File: src/hw/rtl/asdfp_pkg.sv
package asdfp_pkg;

  localparam int unsigned FRACTION_DIGITS_DEFAULT = 3;
  localparam int unsigned INT_W = 32;
  localparam int unsigned VALUE_W = 32;

  localparam logic [7:0] START_CHAR_RESET = 8'd58;
  localparam logic [7:0] ASCII_MINUS = 8'h2D;
  localparam logic [7:0] ASCII_POINT = 8'h2E;
  localparam logic [7:0] ASCII_ZERO = 8'h30;
  localparam logic [7:0] ASCII_NINE = 8'h39;

  localparam logic [VALUE_W-1:0] VALUE_MAX = 32'h7FFF_FFFF;
  localparam logic [VALUE_W-1:0] VALUE_MIN = 32'h8000_0000;

  typedef enum logic [1:0] {
    MODE_IDLE   = 2'd0,
    MODE_FIRST  = 2'd1,
    MODE_NUMBER = 2'd2
  } mode_t;

  function automatic logic [63:0] pow10(input int unsigned n);
    logic [63:0] p;
    p = 64'd1;
    for (int unsigned k = 0; k < 19; k++) begin
      if (k < n) begin
        p = p * 64'd10;
      end
    end
    return p;
  endfunction

endpackage

File: src/hw/rtl/asdfp_if.sv
interface asdfp_byte_if;
  logic       valid;
  logic       ready;
  logic [7:0] in_byte;
  logic       end_of_packet;

  modport source(output valid, output in_byte, output end_of_packet, input ready);
  modport sink(input valid, input in_byte, input end_of_packet, output ready);
endinterface

interface asdfp_result_if;
  logic               valid;
  logic               ready;
  logic signed [31:0] value_milli;
  logic               had_digits;

  modport source(output valid, output value_milli, output had_digits, input ready);
  modport sink(input valid, input value_milli, input had_digits, output ready);
endinterface

File: src/hw/rtl/asdfp_scan.sv
module asdfp_scan #(
  parameter int unsigned FRACTION_DIGITS = asdfp_pkg::FRACTION_DIGITS_DEFAULT,
  localparam int unsigned FRAC_W = $clog2(asdfp_pkg::pow10(FRACTION_DIGITS))
) (
  input  logic                        clk,
  input  logic                        rst,
  input  logic [7:0]                  start_char,
  asdfp_byte_if.sink                  stream,
  output logic                        snap_valid,
  input  logic                        snap_ready,
  output logic                        snap_negative,
  output logic                        snap_digits,
  output logic [asdfp_pkg::INT_W-1:0] snap_integer,
  output logic [FRAC_W-1:0]           snap_fraction
);

  localparam int unsigned CNT_W = $clog2(FRACTION_DIGITS + 1);
  localparam int unsigned IDX_W = (FRACTION_DIGITS > 1) ? $clog2(FRACTION_DIGITS) : 1;
  localparam int unsigned IW = asdfp_pkg::INT_W;

  asdfp_pkg::mode_t mode, mode_next;
  logic             negative, negative_next;
  logic             point_seen, point_seen_next;
  logic             digit_seen, digit_seen_next;
  logic [IW-1:0]    integer_acc, integer_acc_next;
  logic [FRAC_W-1:0] fraction_acc, fraction_acc_next;
  logic [CNT_W-1:0] frac_count, frac_count_next;
  logic             emit;
  logic             accept;
  logic             is_digit;
  logic [3:0]       digit;
  logic [IW+3:0]    int_times10;
  logic [IW+3:0]    int_sum;
  logic [FRAC_W+3:0] frac_step;
  logic [FRAC_W-1:0] weight [FRACTION_DIGITS];

  for (genvar i = 0; i < FRACTION_DIGITS; i++) begin : g_weight
    assign weight[i] = FRAC_W'(asdfp_pkg::pow10(FRACTION_DIGITS - 1 - i));
  end

  assign stream.ready = !snap_valid || snap_ready;
  assign accept = stream.valid && stream.ready;

  assign is_digit = stream.in_byte inside {[asdfp_pkg::ASCII_ZERO:asdfp_pkg::ASCII_NINE]};
  assign digit = 4'(stream.in_byte - asdfp_pkg::ASCII_ZERO);
  assign int_times10 = {1'b0, integer_acc, 3'b000} + {3'b000, integer_acc, 1'b0};
  assign int_sum = int_times10 + (IW + 4)'(digit);
  assign frac_step = (FRAC_W + 4)'(weight[frac_count[IDX_W-1:0]]) * (FRAC_W + 4)'(digit);

  always_comb begin
    mode_next = mode;
    negative_next = negative;
    point_seen_next = point_seen;
    digit_seen_next = digit_seen;
    integer_acc_next = integer_acc;
    fraction_acc_next = fraction_acc;
    frac_count_next = frac_count;
    emit = 1'b0;
    case (mode)
      asdfp_pkg::MODE_FIRST, asdfp_pkg::MODE_NUMBER: begin
        if (mode == asdfp_pkg::MODE_FIRST && stream.in_byte == asdfp_pkg::ASCII_MINUS) begin
          negative_next = 1'b1;
          mode_next = asdfp_pkg::MODE_NUMBER;
        end else if (is_digit) begin
          mode_next = asdfp_pkg::MODE_NUMBER;
          digit_seen_next = 1'b1;
          if (point_seen) begin
            if (frac_count < CNT_W'(FRACTION_DIGITS)) begin
              fraction_acc_next = fraction_acc + frac_step[FRAC_W-1:0];
              frac_count_next = frac_count + CNT_W'(1);
            end
          end else if (int_sum > (IW + 4)'({IW{1'b1}})) begin
            integer_acc_next = {IW{1'b1}};
          end else begin
            integer_acc_next = int_sum[IW-1:0];
          end
        end else if (stream.in_byte == asdfp_pkg::ASCII_POINT) begin
          mode_next = asdfp_pkg::MODE_NUMBER;
          point_seen_next = 1'b1;
        end else begin
          emit = 1'b1;
        end
        if (stream.end_of_packet) begin
          emit = 1'b1;
        end
      end
      default: begin
        mode_next = asdfp_pkg::MODE_IDLE;
        if (stream.in_byte == start_char) begin
          mode_next = asdfp_pkg::MODE_FIRST;
          negative_next = 1'b0;
          point_seen_next = 1'b0;
          digit_seen_next = 1'b0;
          integer_acc_next = '0;
          fraction_acc_next = '0;
          frac_count_next = '0;
          emit = stream.end_of_packet;
        end
      end
    endcase
  end

  always_ff @(posedge clk) begin
    if (rst) begin
      mode <= asdfp_pkg::MODE_IDLE;
      negative <= 1'b0;
      point_seen <= 1'b0;
      digit_seen <= 1'b0;
      integer_acc <= '0;
      fraction_acc <= '0;
      frac_count <= '0;
    end else if (accept) begin
      if (emit) begin
        mode <= asdfp_pkg::MODE_IDLE;
        negative <= 1'b0;
        point_seen <= 1'b0;
        digit_seen <= 1'b0;
        integer_acc <= '0;
        fraction_acc <= '0;
        frac_count <= '0;
      end else begin
        mode <= mode_next;
        negative <= negative_next;
        point_seen <= point_seen_next;
        digit_seen <= digit_seen_next;
        integer_acc <= integer_acc_next;
        fraction_acc <= fraction_acc_next;
        frac_count <= frac_count_next;
      end
    end
  end

  always_ff @(posedge clk) begin
    if (rst) begin
      snap_valid <= 1'b0;
    end else if (accept && emit) begin
      snap_valid <= 1'b1;
    end else if (snap_ready) begin
      snap_valid <= 1'b0;
    end
  end

  always_ff @(posedge clk) begin
    if (accept && emit) begin
      snap_negative <= negative_next;
      snap_digits <= digit_seen_next;
      snap_integer <= integer_acc_next;
      snap_fraction <= fraction_acc_next;
    end
  end

endmodule

File: src/hw/rtl/asdfp_scale.sv
module asdfp_scale #(
  parameter int unsigned FRACTION_DIGITS = asdfp_pkg::FRACTION_DIGITS_DEFAULT,
  localparam int unsigned FRAC_W = $clog2(asdfp_pkg::pow10(FRACTION_DIGITS))
) (
  input  logic                        clk,
  input  logic                        rst,
  input  logic                        snap_valid,
  output logic                        snap_ready,
  input  logic                        snap_negative,
  input  logic                        snap_digits,
  input  logic [asdfp_pkg::INT_W-1:0] snap_integer,
  input  logic [FRAC_W-1:0]           snap_fraction,
  asdfp_result_if.source              result
);

  localparam int unsigned PROD_W = asdfp_pkg::INT_W + FRAC_W;
  localparam int unsigned SUM_W = PROD_W + 1;
  localparam int unsigned VW = asdfp_pkg::VALUE_W;
  localparam logic [FRAC_W-1:0] SCALE = FRAC_W'(asdfp_pkg::pow10(FRACTION_DIGITS));

  logic              prod_valid;
  logic [PROD_W-1:0] prod;
  logic [FRAC_W-1:0] prod_fraction;
  logic              prod_negative;
  logic              prod_digits;
  logic              out_advance;
  logic [SUM_W-1:0]  sum;
  logic [VW-1:0]     word;

  assign out_advance = !result.valid || result.ready;
  assign snap_ready = !prod_valid || out_advance;

  always_ff @(posedge clk) begin
    if (rst) begin
      prod_valid <= 1'b0;
    end else if (snap_ready) begin
      prod_valid <= snap_valid;
    end
  end

  always_ff @(posedge clk) begin
    if (snap_ready && snap_valid) begin
      prod <= PROD_W'(snap_integer) * PROD_W'(SCALE);
      prod_fraction <= snap_fraction;
      prod_negative <= snap_negative;
      prod_digits <= snap_digits;
    end
  end

  assign sum = SUM_W'(prod) + SUM_W'(prod_fraction);

  always_comb begin
    if (prod_negative) begin
      if (sum > SUM_W'(asdfp_pkg::VALUE_MAX)) begin
        word = asdfp_pkg::VALUE_MIN;
      end else begin
        word = VW'(0) - sum[VW-1:0];
      end
    end else if (sum > SUM_W'(asdfp_pkg::VALUE_MAX)) begin
      word = asdfp_pkg::VALUE_MAX;
    end else begin
      word = sum[VW-1:0];
    end
  end

  always_ff @(posedge clk) begin
    if (rst) begin
      result.valid <= 1'b0;
    end else if (out_advance) begin
      result.valid <= prod_valid;
    end
  end

  always_ff @(posedge clk) begin
    if (out_advance && prod_valid) begin
      result.value_milli <= signed'(word);
      result.had_digits <= prod_digits;
    end
  end

endmodule

File: src/hw/rtl/ascii_signed_decimal_field_parser_core.sv
// Parses signed decimal number fields out of a byte stream. A byte equal to the
// start character opens a field; an optional minus sign may follow at once, then
// digits with an optional decimal point. The first other byte closes the field and
// is consumed, and the last byte of a packet closes an open field after it has been
// applied. Each closed field yields one beat carrying the value scaled by ten to the
// power FRACTION_DIGITS, with extra fraction digits truncated and the result
// saturated to 32 bits, plus a flag telling whether any digit was seen. One byte
// is taken in every cycle while the result side keeps up; the scanning logic
// updates its accumulators in the cycle a byte is accepted. A result passes through three
// registers after the byte that closed its field: a field register, a register after
// the integer scaling multiplier, and the saturating output register.
module ascii_signed_decimal_field_parser_core #(
  parameter int unsigned FRACTION_DIGITS = asdfp_pkg::FRACTION_DIGITS_DEFAULT
) (
  input  logic           clk,
  input  logic           rst,
  asdfp_byte_if.sink     stream,
  asdfp_result_if.source result,
  input  logic           cfg_we,
  input  logic [7:0]     cfg_wdata
);

  localparam int unsigned FRAC_W = $clog2(asdfp_pkg::pow10(FRACTION_DIGITS));

  logic                        start_char;
  logic [7:0]                  start_char_reg;
  logic                        snap_valid;
  logic                        snap_ready;
  logic                        snap_negative;
  logic                        snap_digits;
  logic [asdfp_pkg::INT_W-1:0] snap_integer;
  logic [FRAC_W-1:0]           snap_fraction;

  assign start_char = start_char_reg == stream.in_byte;

  always_ff @(posedge clk) begin
    if (rst) begin
      start_char_reg <= asdfp_pkg::START_CHAR_RESET;
    end else if (cfg_we) begin
      start_char_reg <= cfg_wdata;
    end
  end

  asdfp_scan #(
    .FRACTION_DIGITS(FRACTION_DIGITS)
  ) u_scan (
    .clk          (clk),
    .rst          (rst),
    .start_char   (start_char_reg),
    .stream       (stream),
    .snap_valid   (snap_valid),
    .snap_ready   (snap_ready),
    .snap_negative(snap_negative),
    .snap_digits  (snap_digits),
    .snap_integer (snap_integer),
    .snap_fraction(snap_fraction)
  );

  asdfp_scale #(
    .FRACTION_DIGITS(FRACTION_DIGITS)
  ) u_scale (
    .clk          (clk),
    .rst          (rst),
    .snap_valid   (snap_valid),
    .snap_ready   (snap_ready),
    .snap_negative(snap_negative),
    .snap_digits  (snap_digits),
    .snap_integer (snap_integer),
    .snap_fraction(snap_fraction),
    .result       (result)
  );

  // A field without digits always carries a zero value.
  a_empty_is_zero: assert property (@(posedge clk) disable iff (rst)
    result.valid && !result.had_digits |-> result.value_milli == 32'sd0)
    else $error("empty field produced a nonzero value");

  a_reset_clears_output: assert property (@(posedge clk)
    rst |=> !result.valid)
    else $error("result beat present right after reset");

  a_field_held: assert property (@(posedge clk) disable iff (rst)
    snap_valid && !snap_ready |=> snap_valid && $stable(snap_integer))
    else $error("closed field lost while the scaler stalled");

  a_start_match: assert property (@(posedge clk) disable iff (rst)
    start_char |-> stream.in_byte == start_char_reg)
    else $error("start character compare disagrees with register");

endmodule

File: src/flat_wrapper.sv
// flat-port wrapper written by rule: the top's interface ports become plain ports
module ascii_signed_decimal_field_parser_core_flat 
#(
  parameter int unsigned FRACTION_DIGITS = asdfp_pkg::FRACTION_DIGITS_DEFAULT
)
  (clk, rst, cfg_we, cfg_wdata, stream_valid, stream_in_byte, stream_end_of_packet, stream_ready, result_valid, result_value_milli, result_had_digits, result_ready);
  asdfp_byte_if stream_i ();
  asdfp_result_if result_i ();
  input  logic clk;
  input  logic rst;
  input  logic cfg_we;
  input  logic [7:0] cfg_wdata;
  input wire logic [$bits(stream_i.valid)-1:0] stream_valid;
  input wire logic [$bits(stream_i.in_byte)-1:0] stream_in_byte;
  input wire logic [$bits(stream_i.end_of_packet)-1:0] stream_end_of_packet;
  output wire logic [$bits(stream_i.ready)-1:0] stream_ready;
  output wire logic [$bits(result_i.valid)-1:0] result_valid;
  output wire logic [$bits(result_i.value_milli)-1:0] result_value_milli;
  output wire logic [$bits(result_i.had_digits)-1:0] result_had_digits;
  input wire logic [$bits(result_i.ready)-1:0] result_ready;
  assign stream_i.valid = stream_valid;
  assign stream_i.in_byte = stream_in_byte;
  assign stream_i.end_of_packet = stream_end_of_packet;
  assign stream_ready = stream_i.ready;
  assign result_valid = result_i.valid;
  assign result_value_milli = result_i.value_milli;
  assign result_had_digits = result_i.had_digits;
  assign result_i.ready = result_ready;
  ascii_signed_decimal_field_parser_core #(.FRACTION_DIGITS(FRACTION_DIGITS)) u_core (.clk(clk), .rst(rst), .stream(stream_i), .result(result_i), .cfg_we(cfg_we), .cfg_wdata(cfg_wdata));
endmodule
File: config.mk
export PLATFORM = sky130hd
export DESIGN_NAME = ascii_signed_decimal_field_parser_core_flat
export DESIGN_NICKNAME = d
export VERILOG_FILES = /design/src/hw/rtl/asdfp_pkg.sv /design/src/hw/rtl/asdfp_if.sv /design/src/hw/rtl/asdfp_scan.sv /design/src/hw/rtl/asdfp_scale.sv /design/src/hw/rtl/ascii_signed_decimal_field_parser_core.sv /design/src/flat_wrapper.sv
export SDC_FILE = /design/constraint.sdc
export NUM_CORES = 1
export LEC_CHECK = 0
export ABC_CLOCK_PERIOD_IN_PS = 6400
export BUFFER_PORTS_ARGS = -buffer_cell sky130_fd_sc_hd__buf_2
export CAP_MARGIN = 10
export CORE_MARGIN = 2
export CORE_UTILIZATION = 55
export CTS_CLUSTER_SIZE = 10
export DETAILED_ROUTE_END_ITERATION = 10
export PLACE_DENSITY = 0.72
export SLEW_MARGIN = 30
export SYNTH_ARGS = -nofsm -noshare
export SYNTH_HDL_FRONTEND = slang
export SYNTH_SLANG_ARGS = --single-unit
File: constraint.sdc
create_clock -name clk -period 6.4 [get_ports clk]
set_input_delay 0.32 -clock clk [delete_from_list [all_inputs] [get_ports clk]]
set_output_delay 0.32 -clock clk [all_outputs]
set_load 0.005 [all_outputs]
# After elaboration in Yosys (flattened, before gate mapping)
# Index checks and enable logic that the tools add are counted.
word_totals:
  reg_bits: 188
  input_bits: 22
  out_inout_bits: 35
  wordCells: 123
classes:
  n_addsub: 7
  multipliers: 2
  order_cmp: 6
  n_eq_ne: 12
  muxes: 56
  bitwise: 1
  reduce_logical: 18
op_table:
  columns: ["op", "count"]
  rows:
  - ["32-bit 2-to-1 mux", 10]
  - ["10-bit 2-to-1 mux", 9]
  - ["42-bit by 10-bit adder with 43-bit output", 1]
  - ["43-bit by 31-bit > comparator with 1-bit output, second input constant", 1]
  - ["32-bit by 7-bit multiplier with 39-bit output, second input constant", 1]
  - ["35-bit by 33-bit adder with 36-bit output", 1]
  - ["36-bit by 4-bit adder with 36-bit output", 1]
  - ["36-bit by 32-bit > comparator with 1-bit output, second input constant", 1]
  - ["1-bit by 32-bit subtractor with 32-bit output, first input constant", 1]
  - ["1-bit 2-to-1 mux", 24]
  - ["2-bit 2-to-1 mux", 12]
  - ["10-bit binary-select mux with 2-bit select", 1]
  - ["3-bit != test, second input constant", 6]
  - ["8-bit by 6-bit == test with 1-bit output, second input constant", 2]
  - ["10-bit adder", 1]
  - ["10-bit by 4-bit multiplier with 10-bit output", 1]
  - ["8-bit == test", 1]
  - ["8-bit by 6-bit >= comparator with 1-bit output, second input constant", 1]
  - ["8-bit by 6-bit less-or-equal comparator with 1-bit output, second input constant", 1]
  - ["1-bit logical AND", 6]
  - ["6-bit AND reduction", 1]
  - ["5-bit != test, second input constant", 1]
  - ["5-bit AND reduction", 1]
  - ["4-bit by 1-bit subtractor with 4-bit output, second input constant", 1]
  - ["12 further kinds", 16]

# Logic depth before layout (Yosys ltp)
# Gate-level depths: netlist of run 1.
depth:
  word_depth: 12
  depth_mapped: 18
  mapped_depth_nobuf: 18

# Cells and area by module
# Synthesis of run 1 repeated with hierarchy kept, for this count alone.
unflattened:
  cells_unflattened: 1846
  hier_area_um2: 17968.5
modules_own_cells:
  columns: ["mod", "n_inst", "cells_each", "area_per_inst_um2", "seq_area_each_um2"]
  rows:
  - ["asdfp_scale", 1, 1068, 10596.4, 2562.5]
  - ["asdfp_scan", 1, 752, 7075.5, 2322.2]
  - ["ascii_signed_decimal_field_parser_core", 1, 26, 296.5, 160.2]

# Least setup slack after synthesis of run 1
# OpenSTA, ideal clock, no wires.
synth_path:
  path_type: "register to register"
  start: "register u_core.u_scan.snap_integer[7] (netlist bit)"
  end: "register u_core.u_scale.prod[38] (data pin)"
  setup_time_ns: 0.268
  t_arrival_ns: 4.674
  t_required_ns: 6.132
  setup_slack_ns: 1.458
  stages_incl_launch_ff: 15
  n_path_buf: 0
  synth_period_minus_slack_ns: 4.942
  path_cell_list: "edfxtp_1 > fa_1 > fa_1 > fa_1 > fa_1 > ha_1 > nand2_1 > o41ai_1 > a31oi_1 > nor3_1 > o221ai_1 > o31ai_1 > a21oi_1 > a211oi_1 > xor2_1"
synth_between:
  elab_chain_cells: 1
synth_lines:
  columns: ["element", "line", "rtl"]
  rows:
  - ["from (decl)", "asdfp_scan.sv:13", "output logic [asdfp_pkg::INT_W-1:0] snap_integer,"]
  - ["from (signal assigned)", "asdfp_scan.sv:147", "snap_integer <= integer_acc_next;"]
  - ["32-bit by 7-bit multiplier with 39-bit output", "asdfp_scale.sv:43", "prod <= PROD_W'(snap_integer) * PROD_W'(SCALE);"]
  - ["to (signal assigned)", "asdfp_scale.sv:43", null]
  - ["to (decl)", "asdfp_scale.sv:22", "logic [PROD_W-1:0] prod;"]
# No other way between the ends.
# A chain may end at the register's enable or synchronous reset.

# Final worst setup path of run 1
layout_path:
  start: "register u_core.u_scan.snap_integer[6] (netlist bit)"
  end: "register u_core.u_scale.prod[39] (data pin)"
# The elaborated chain is that of the path after synthesis.

==> qor.yml, run 1 <==
finalSetupViolations: 0
drt_pre_antenna_iters: 5
finalMaxSlewViolations: 0
layout-drive-gt1-share_pct: 8.18
cp_max_fo: 6
status: "completed"
p_leak_nw: 7.82
grt_pass1_wl_um: 60100
cts_root_buf: "clkbuf_16"
placed_cell_area_um2: 18000
die_area_um2: 33000
fin_setup_tns_ps: 0
synth-async-reset-ratio_pct: 0
track_usage_pct: 22.1
cts_tree: "done"
grt_overflow_total: 0
synthesis.area_um2: 17400
crit_path_frequent_cell: "fa_1"
rsz0062_at_grt: "no"
worstReg2RegEnd: "u_core.u_scale.prod[39]$_DFFE_PP_"
clock_path_buffers: 2
vias_per_cell: 5.99
finalHoldViolCount: 0
mappedNetlistNets: 2053
path_clk_slew_ps: 80
hpwl_um: 28000
holdPathEnd: "u_core.start_char_reg[3]$_SDFFE_PP1P_"
die_h_um: 182
grt_max_degree: 52
top_register: "u_core.u_scale.prod"
synth_cells: 1715
cts_hold_buf: 0
design_area_um2: 18600
clock_skew_ps: 14.8
critPathSlowestCell: "fa_1"
synth_top_area_share_pct: 22.1
synth_edf_count: 128
avgSynthCellArea_um2: 10.1
peakVddDrop_uv: 170
whs_path_depth: 2
wire_per_inst_um: 16.6
worstPathArrival_ps: 5590
critPathBufInv: 0
drt_iter0_markers: 844
regToRegStartpoint: "u_core.u_scan.snap_integer[6]$_DFFE_PP_"
tightestPinTransition_ps: 946
pin_count: 57
fp.dieW_um: 182
period_share_pct: 84.5
nets: 2073
synth.area.top_cells: "edfxtp_1 (22%), fa_1 (15%), ha_1 (13%)"
p_per_area_nw_per_um2: 138
h-tree-depth: 4
yosysUniqueCellTypes: 85
coreArea_um2: 31300
largest_reg_flops: 39
min_period_ps: 5410
clock.fmax_ghz: 0.185
critical_path.top_delay_family: "adder cells"
worst-endpoint-required_ps: 6590
diodes: 0
drc: 0
synth_top_area_cell: "edfxtp_1"
start_util_pct: 55.5
row_count: 65
cts_setup_buffers: 0
wl_um: 35600
ys_ff_latch: 188
worst-r2r-cell-count: 14
hold_class: "input pin to flop"
timing.final.ws_setup_ps: 991
cp_slowest_stage_delay_ps: 600
cts_resized: 0
clk_latency_ps: 450
start_kind: "flop"
dr_total_vias: 12869
cts_sinks: 188
path_class: "flop to flop"
area_growth_syn_to_layout_pct: 7.14
gp_congestion: 0.871
slew_headroom_pct: 36.9
worstHoldStart: "cfg_wdata[3]"
seq_area_frac_synth_pct: 29.0
ys_warn_count: 0
final_cells: 2150
dp.cells: 2117
ant_nets: 0
grt_pass1_vias: 12377
numCtsBuffers: 17
drv_cap: 0
r2r_slack_ps: 990
dp_slack_ps: 965
grt_antenna_before_repair: 0
power_w: 0.00257
cp-end-kind: "flop"
synth_ff_type: "edfxtp_1"
place.port_buffers: 56
crit_path_cell_trace: "fa_1 -> fa_1 -> fa_1 -> fa_1 -> ha_1 -> a21oi_1 -> o21ai_0 -> a221oi_1 -> a21oi_1 -> o21a_1 -> o221ai_1 -> o21ai_0 -> o41ai_1 -> xnor2_1"
-- synth_stat cells, types with 36 or more instances --
library cell / n
edfxtp_1: 128
nor2_1: 130
fa_1: 134
ha_1: 182
inv_1: 82
a21o_1: 36
nand2_1: 70
xor2_1: 39
nand3_1: 43
clkbuf_1: 50
o21ai_0: 49
dfxtp_1: 60
xnor2_1: 71
a21oi_1: 166
-- metrics by stage --
step / utilization [%] / hold WS [ps]
global route: 59.5 / 74.1
finish: 59.5 / 78.7
global placement: 57.5 / 405
detailed placement: 57.5 / 405
floorplan: - / 400
CTS: 59.4 / 63.3
-- how the worst max path moves through the flow --
stage	slack, ps	from	to	cells after the start
floorplan	1460	u_core.u_scan.snap_integer[7]$_DFFE_PP_	u_core.u_scale.prod[38]$_DFFE_PP_	14
global placement	1120	u_core.u_scan.snap_integer[8]$_DFFE_PP_	u_core.u_scale.prod[38]$_DFFE_PP_	14
detailed placement	970	u_core.u_scan.snap_integer[6]$_DFFE_PP_	u_core.u_scale.prod[39]$_DFFE_PP_	14
CTS	960	u_core.u_scan.snap_integer[6]$_DFFE_PP_	u_core.u_scale.prod[39]$_DFFE_PP_	14
global route	610	u_core.u_scan.snap_integer[6]$_DFFE_PP_	u_core.u_scale.prod[39]$_DFFE_PP_	14
finish	990	u_core.u_scan.snap_integer[6]$_DFFE_PP_	u_core.u_scale.prod[39]$_DFFE_PP_	14
-- cell families after synthesis --
| group | Yosys count | synth area share [%] |
|---|---|---|
| buffers and inverters | 152 | 3.48 |
| adders and majority gates | 316 | 28.5 |
| AOI/OAI and AO/OA | 492 | 19.2 |
| xor gates and xnor gates | 110 | 5.54 |
| muxes | 21 | 1.27 |
| and+or+nand+nor | 436 | 13.0 |
| DFF | 188 | 29.0 |
-- routing by layer --
| metal | part of all wire [%] | GRT usage, % | wire (µm) | vias up |
|---|---|---|---|---|
| met2 | 47 | 36.1 | 16600 | 276 |
| met4 | 1.3 | 5.56 | 463 | 0 |
| met1 | 49 | 31.3 | 17300 | 6149 |
| met5 | 0 | 0 | 0 | - |
| met3 | 3.4 | 2.97 | 1220 | 33 |
| li1 | - | - | - | 6411 |
-- area by class of cell --
cell class | instances | area [µm²]
Fill cell | 2636 | 12700
Clock inverter | 15 | 189
Sequential cell | 188 | 5040
Multi-Input combinational cell | 1375 | 11800
Timing Repair Buffer | 70 | 389
Inverter | 83 | 312
Clock buffer | 17 | 425
Tap cell | 402 | 503
-- report_power, final --
| group | leakage (nW) | total (W) | internal (W) | switching (W) |
|---|---|---|---|---|
| sequential | 1.65 | 0.00130 | 0.00129 | 0.00000419 |
| combinational | 5.87 | 0.000187 | 0.0000797 | 0.000107 |
| clock | 0.301 | 0.00108 | 0.000537 | 0.000547 |
| total | 7.82 | 0.00257 | 0.00191 | 0.000658 |
-- placed cells by master (no fill, tap or decap), types with 20 or more instances in the layout --
cell      instances
buf_2            56
nor2_1          130
nand4_1          22
nand2_1          70
a211o_1          29
a21oi_1         164
inv_1            82
nor3_1           28
a21o_1           36
fa_1            134
dfxtp_1          60
nand3_1          43
o21ai_0          49
ha_1            182
xor2_1           39
xnor2_1          71
edfxtp_1        128
and3_1           20
(Power assumes the default switching activity.)
==> run 2, diff against run 1 <==
ABC_CLOCK_PERIOD_IN_PS = 5600   (was 6400)
clock period = 5.6 ns   (was 6.4 ns; I/O delays follow)
==> run 2 against run 1 <==
Combinational power is 16% higher. Sequential power is 14% higher. Fmax is 1.7% higher. Worst setup slack worse by 710 ps. Register-to-register slack worse by 710 ps. Wire length is 3.3% higher. Sequential cell count stayed put. Clock-buffer cell count stayed put. Final cell count is 0.47% higher. Global-route usage is 0.74 points higher. Critical path type unchanged.
==> qor.yml, run 2 (synthesis gave the netlist of run 1 again) <==
clock_skew_ps: 14.4
numCtsBuffers: 17
power_w: 0.00294
hold_class: "input pin to flop"
track_usage_pct: 22.8
drt_iter0_markers: 873
mostFrequentLayoutCells: "ha_1 (182), a21oi_1 (164), fa_1 (134)"
cp_max_fo: 6
clk_latency_ps: 450
h-tree-depth: 4
final_cells: 2160
finalMaxSlewViolations: 0
layout_commonest_cell: "ha_1"
critPathBufInv: 1
wire_per_inst_um: 17.0
diodes: 0
worstPathArrival_ps: 5510
drc: 0
hpwl_um: 28600
tightestPinTransition_ps: 914
slew_headroom_pct: 39.1
grt_pass1_vias: 12786
peakVddDrop_uv: 206
drv_cap: 0
path_class: "flop to flop"
min_period_ps: 5320
place.port_buffers: 56
grt_overflow_total: 0
fillerInstances: 2590
rsz0062_at_grt: "no"
worst-endpoint-required_ps: 5790
hold-worst-slack_ps: 41.6
largest_reg_flops: 39
seqCellArea_um2: 5040
top_register: "u_core.u_scale.prod"
drt_pre_antenna_iters: 5
grt_pass1_wl_um: 62200
layout-drive-gt1-share_pct: 8.76
cp-end-kind: "flop"
r2r_slack_ps: 280
clock_path_buffers: 2
grt_antenna_before_repair: 0
cts_root_buf: "clkbuf_16"
fin_setup_tns_ps: 0
area_growth_syn_to_layout_pct: 7.65
coreArea_um2: 31300
finalSetupViolations: 0
cts_tree: "done"
nets: 2083
wl_um: 36700
status: "completed"
gp_congestion: 0.868
start_kind: "flop"
vias_per_cell: 6.04
p_per_area_nw_per_um2: 157
multiInputGateArea_um2: 11800
die_h_um: 182
die_area_um2: 33000
critical_path.top_delay_family: "adder cells"
grt_max_degree: 52
cp_slowest_stage_delay_ps: 570
finalHoldViolCount: 0
dp.cells: 2124
start_util_pct: 55.5
period_share_pct: 94.9
crit_path_frequent_cell: "fa_1"
crit_path_cell_trace: "fa_1 -> fa_1 -> fa_1 -> fa_1 -> ha_1 -> a2111oi_0 -> o21ai_0 -> a31oi_1 -> nor3_1 -> o221ai_1 -> o31ai_1 -> buf_4 -> a21oi_1 -> o21ai_0 -> xor2_1"
row_count: 65
cts_hold_buf: 0
ant_nets: 0
p_leak_nw: 7.88
path_clk_slew_ps: 80
pin_count: 57
clock.fmax_ghz: 0.188
fp.dieW_um: 182
cts_sinks: 188
critPathSlowestCell: "fa_1"
dr_total_vias: 13056
-- run 2: cell types whose count changed in the layout (fill, tap and decap cells not counted) --
cell	change
a221oi_1	-1
a221oi_2	+1
and3_1	+1
and3_2	-1
buf_4	+11
buf_6	-1
clkinv_8	+1
inv_8	-1
o41ai_1	-1
o41ai_2	+1
-- run 2: metal layers --
layer	GRT usage (%)	vias up	routed length (µm)
met3	2.95	40	1310
li1	-	6416	-
met2	37.7	284	17300
met4	5.40	0	477
met1	32.2	6316	17700
met5	0	-	0
-- run 2: path summary, 6_finish.rpt --
check / from / to / cells after the start
hold / removal: cfg_wdata[1] / u_core.start_char_reg[1]$_SDFFE_PP1P_ / 2
setup / recovery: u_core.u_scan.snap_integer[4]$_DFFE_PP_ / u_core.u_scale.prod[40]$_DFFE_PP_ / 15
setup reg to reg: u_core.u_scan.snap_integer[4]$_DFFE_PP_ / u_core.u_scale.prod[40]$_DFFE_PP_ / 15
hold reg to reg: u_core.u_scan.snap_fraction[4]$_DFFE_PP_ / u_core.u_scale.prod_fraction[4]$_DFFE_PP_ / 0
-- run 2: per-stage QoR --
stage	util, %	instance area [µm²]	setup slack (ps)
floorplan	-	17400	658
global placement	57.6	18000	447
detailed placement	57.6	18000	303
CTS	59.6	18700	276
global route	59.7	18700	8.59
finish	59.7	18700	284
-- run 2: power breakdown --
part	internal [W]	switching, W	leakage (nW)
Sequential	0.00148	0.00000477	1.65
Clock	0.000613	0.000629	0.302
Combinational	0.0000934	0.000124	5.93
Total	0.00218	0.000758	7.88
-- run 2: worst reg2reg max path: stages, from the launching register on --
cell and delay [ps]:
edfxtp_1 530, fa_1 570, fa_1 580, fa_1 440, fa_1 470, ha_1 390, a2111oi_0 390, o21ai_0 190
a31oi_1 310, nor3_1 120, o221ai_1 300, o31ai_1 120, buf_4 150, a21oi_1 200, o21ai_0 140, xor2_1 150
-- run 2: layout make-up --
| type | instances | area share [%] |
|---|---|---|
| multi-input combinational | 1375 | 62.9 |
| timing repair buffer | 80 | 2.46 |
| clock buffer | 17 | 2.27 |
| inverter | 83 | 1.67 |
| clock inverter | 15 | 1.04 |
| tap | 402 | 2.69 |
| sequential | 188 | 27.0 |
-- run 2: repair_timing --
action	4_1_cts	5_1_grt
setup buffers	0	4
hold endpoints to repair	0	0
endpoints found under the setup margin	0	3
gates resized for setup	0	2
==> run 3, diff against run 2 <==
REMOVE_ABC_BUFFERS = 1   (was unset)
==> run 3 against run 2 <==
Core utilization about the same. Via count rose by 0.51%. Clock power hardly changed. Wire length fell by 4.2%. Critical path type unchanged. Critical endpoint is now u_core.u_scale.prod[39]$_DFFE_PP_.
==> qor.yml, run 3 (synthesis gave the netlist of run 1 again) <==
r2r_slack_ps: 340
start_util_pct: 55.5
mostFrequentLayoutCells: "ha_1 (182), a21oi_1 (164), fa_1 (134)"
clock_path_buffers: 2
path_clk_slew_ps: 90
grt_antenna_before_repair: 0
clock_skew_ps: 24.4
worstHoldStart: "cfg_wdata[1]"
min_period_ps: 5260
worstPathArrival_ps: 5430
drt_pre_antenna_iters: 5
critical_path.top_delay_family: "adder cells"
worst-r2r-cell-count: 15
tightestPinTransition_ps: 955
status: "completed"
cts_root_buf: "clkbuf_16"
regToRegStartpoint: "u_core.u_scan.snap_integer[6]$_DFFE_PP_"
rsz0062_at_grt: "no"
numCtsBuffers: 17
top_register: "u_core.u_scale.prod"
place.port_buffers: 56
fin_setup_tns_ps: 0
finalHoldViolCount: 0
coreArea_um2: 31300
nets: 2082
critPathSlowestCell: "fa_1"
hpwl_um: 27500
grt_pass1_vias: 12502
pin_count: 57
worst-endpoint-required_ps: 5780
cts_sinks: 188
p_leak_nw: 7.87
crit_path_cell_trace: "buf_4 -> fa_1 -> fa_1 -> fa_1 -> fa_1 -> ha_1 -> a21oi_1 -> o21ai_0 -> a221oi_1 -> a21oi_1 -> o21a_1 -> o221ai_1 -> o21ai_0 -> o41ai_1 -> xnor2_1"
p_per_area_nw_per_um2: 157
diodes: 0
area_growth_syn_to_layout_pct: 7.59
clock.fmax_ghz: 0.190
hold_class: "input pin to flop"
start_kind: "flop"
worstSetupPathDepth: 15
layout-drive-gt1-share_pct: 8.65
peakVddDrop_uv: 206
whs_path_depth: 2
drt_iter0_markers: 991
ant_nets: 0
worstReg2RegEnd: "u_core.u_scale.prod[39]$_DFFE_PP_"
path_class: "flop to flop"
worstSetupStartpoint: "u_core.u_scan.snap_integer[6]$_DFFE_PP_"
clk_latency_ps: 440
design_area_um2: 18700
final_core_util_pct: 59.7
grt_max_degree: 52
wl_um: 35200
row_count: 65
holdPathEnd: "u_core.start_char_reg[1]$_SDFFE_PP1P_"
gp_congestion: 0.871
slew_headroom_pct: 36.3
period_share_pct: 93.9
cp-end-kind: "flop"
grt_overflow_total: 0
finalMaxSlewViolations: 0
critPathBufInv: 1
vias_per_cell: 6.08
drc: 0
track_usage_pct: 21.6
largest_reg_flops: 39
h-tree-depth: 4
layout_commonest_cell: "ha_1"
grt_pass1_wl_um: 59900
crit_path_frequent_cell: "fa_1"
finalSetupViolations: 0
dr_total_vias: 13123
fp.dieW_um: 182
drv_cap: 0
cp_slowest_stage_delay_ps: 580
placed_cell_area_um2: 18000
die_h_um: 182
cp_max_fo: 5
wire_per_inst_um: 16.3
cts_tree: "done"
die_area_um2: 33000
## run 3: changes by cell type in the layout (fill, tap and decap cells not counted), sizes merged
cell	change
buf	-1
inv	+1
clkinv	-2
clkbuf	+1
## run 3: final cells by class
cell class                 instances  area (µm²)
tap                              402         503
inverter                          83         312
timing repair buffer              79         453
clock inverter                    14         165
sequential                       188        5040
multi-input combinational       1375       11800
fill                            2583       12600
clock buffer                      18         450
## run 3: timing repair
action	in CTS	in global routing
hold endpoints to repair	0	0
hold buffers	0	0
gates resized for setup	0	4
setup buffers	0	5
setup endpoints to repair	0	6
## run 3: how the worst max path moves through the flow
stage,end,slack (ps)
floorplan,u_core.u_scale.prod[38]$_DFFE_PP_,660
global placement,u_core.u_scale.prod[37]$_DFFE_PP_,450
detailed placement,u_core.u_scale.prod[21]$_DFFE_PP_,230
CTS,u_core.u_scale.prod[21]$_DFFE_PP_,190
global route,u_core.u_scale.prod[38]$_DFFE_PP_,30
finish,u_core.u_scale.prod[39]$_DFFE_PP_,340
## run 3: routing by layer
layer	global-route usage [%]	up-vias	routed length, µm
li1	-	6409	-
met1	31.5	6337	17200
met2	35.0	344	16100
met3	1.99	33	1390
met4	5.46	0	483
met5	0	-	0
## run 3: through the flow
step / cells / setup WS (ps) / hold slack, ps / power, W
floorplan: 1646 / 658 / 349 / 0.00167
finish: 2159 / 343 / 37.7 / 0.00293
global placement: 2122 / 446 / 403 / 0.00172
CTS: 2154 / 194 / 26.0 / 0.00295
global route: 2159 / 25.7 / 30.7 / 0.00303
detailed placement: 2122 / 226 / 406 / 0.00173
## run 3: power by group
part	switching [W]	internal, W	total [W]
registers	0.00000488	0.00148	0.00148
clock network	0.000600	0.000631	0.00123
logic	0.000122	0.0000930	0.000215
## run 3: worst register-to-register path, delay by kind of cell (launching register included)
kind	cells	cell delay (ps)
buf+inv	1	180
xor+xnor	1	100
fa+ha+maj	5	2380
compound gates	8	1880
flops	1	470
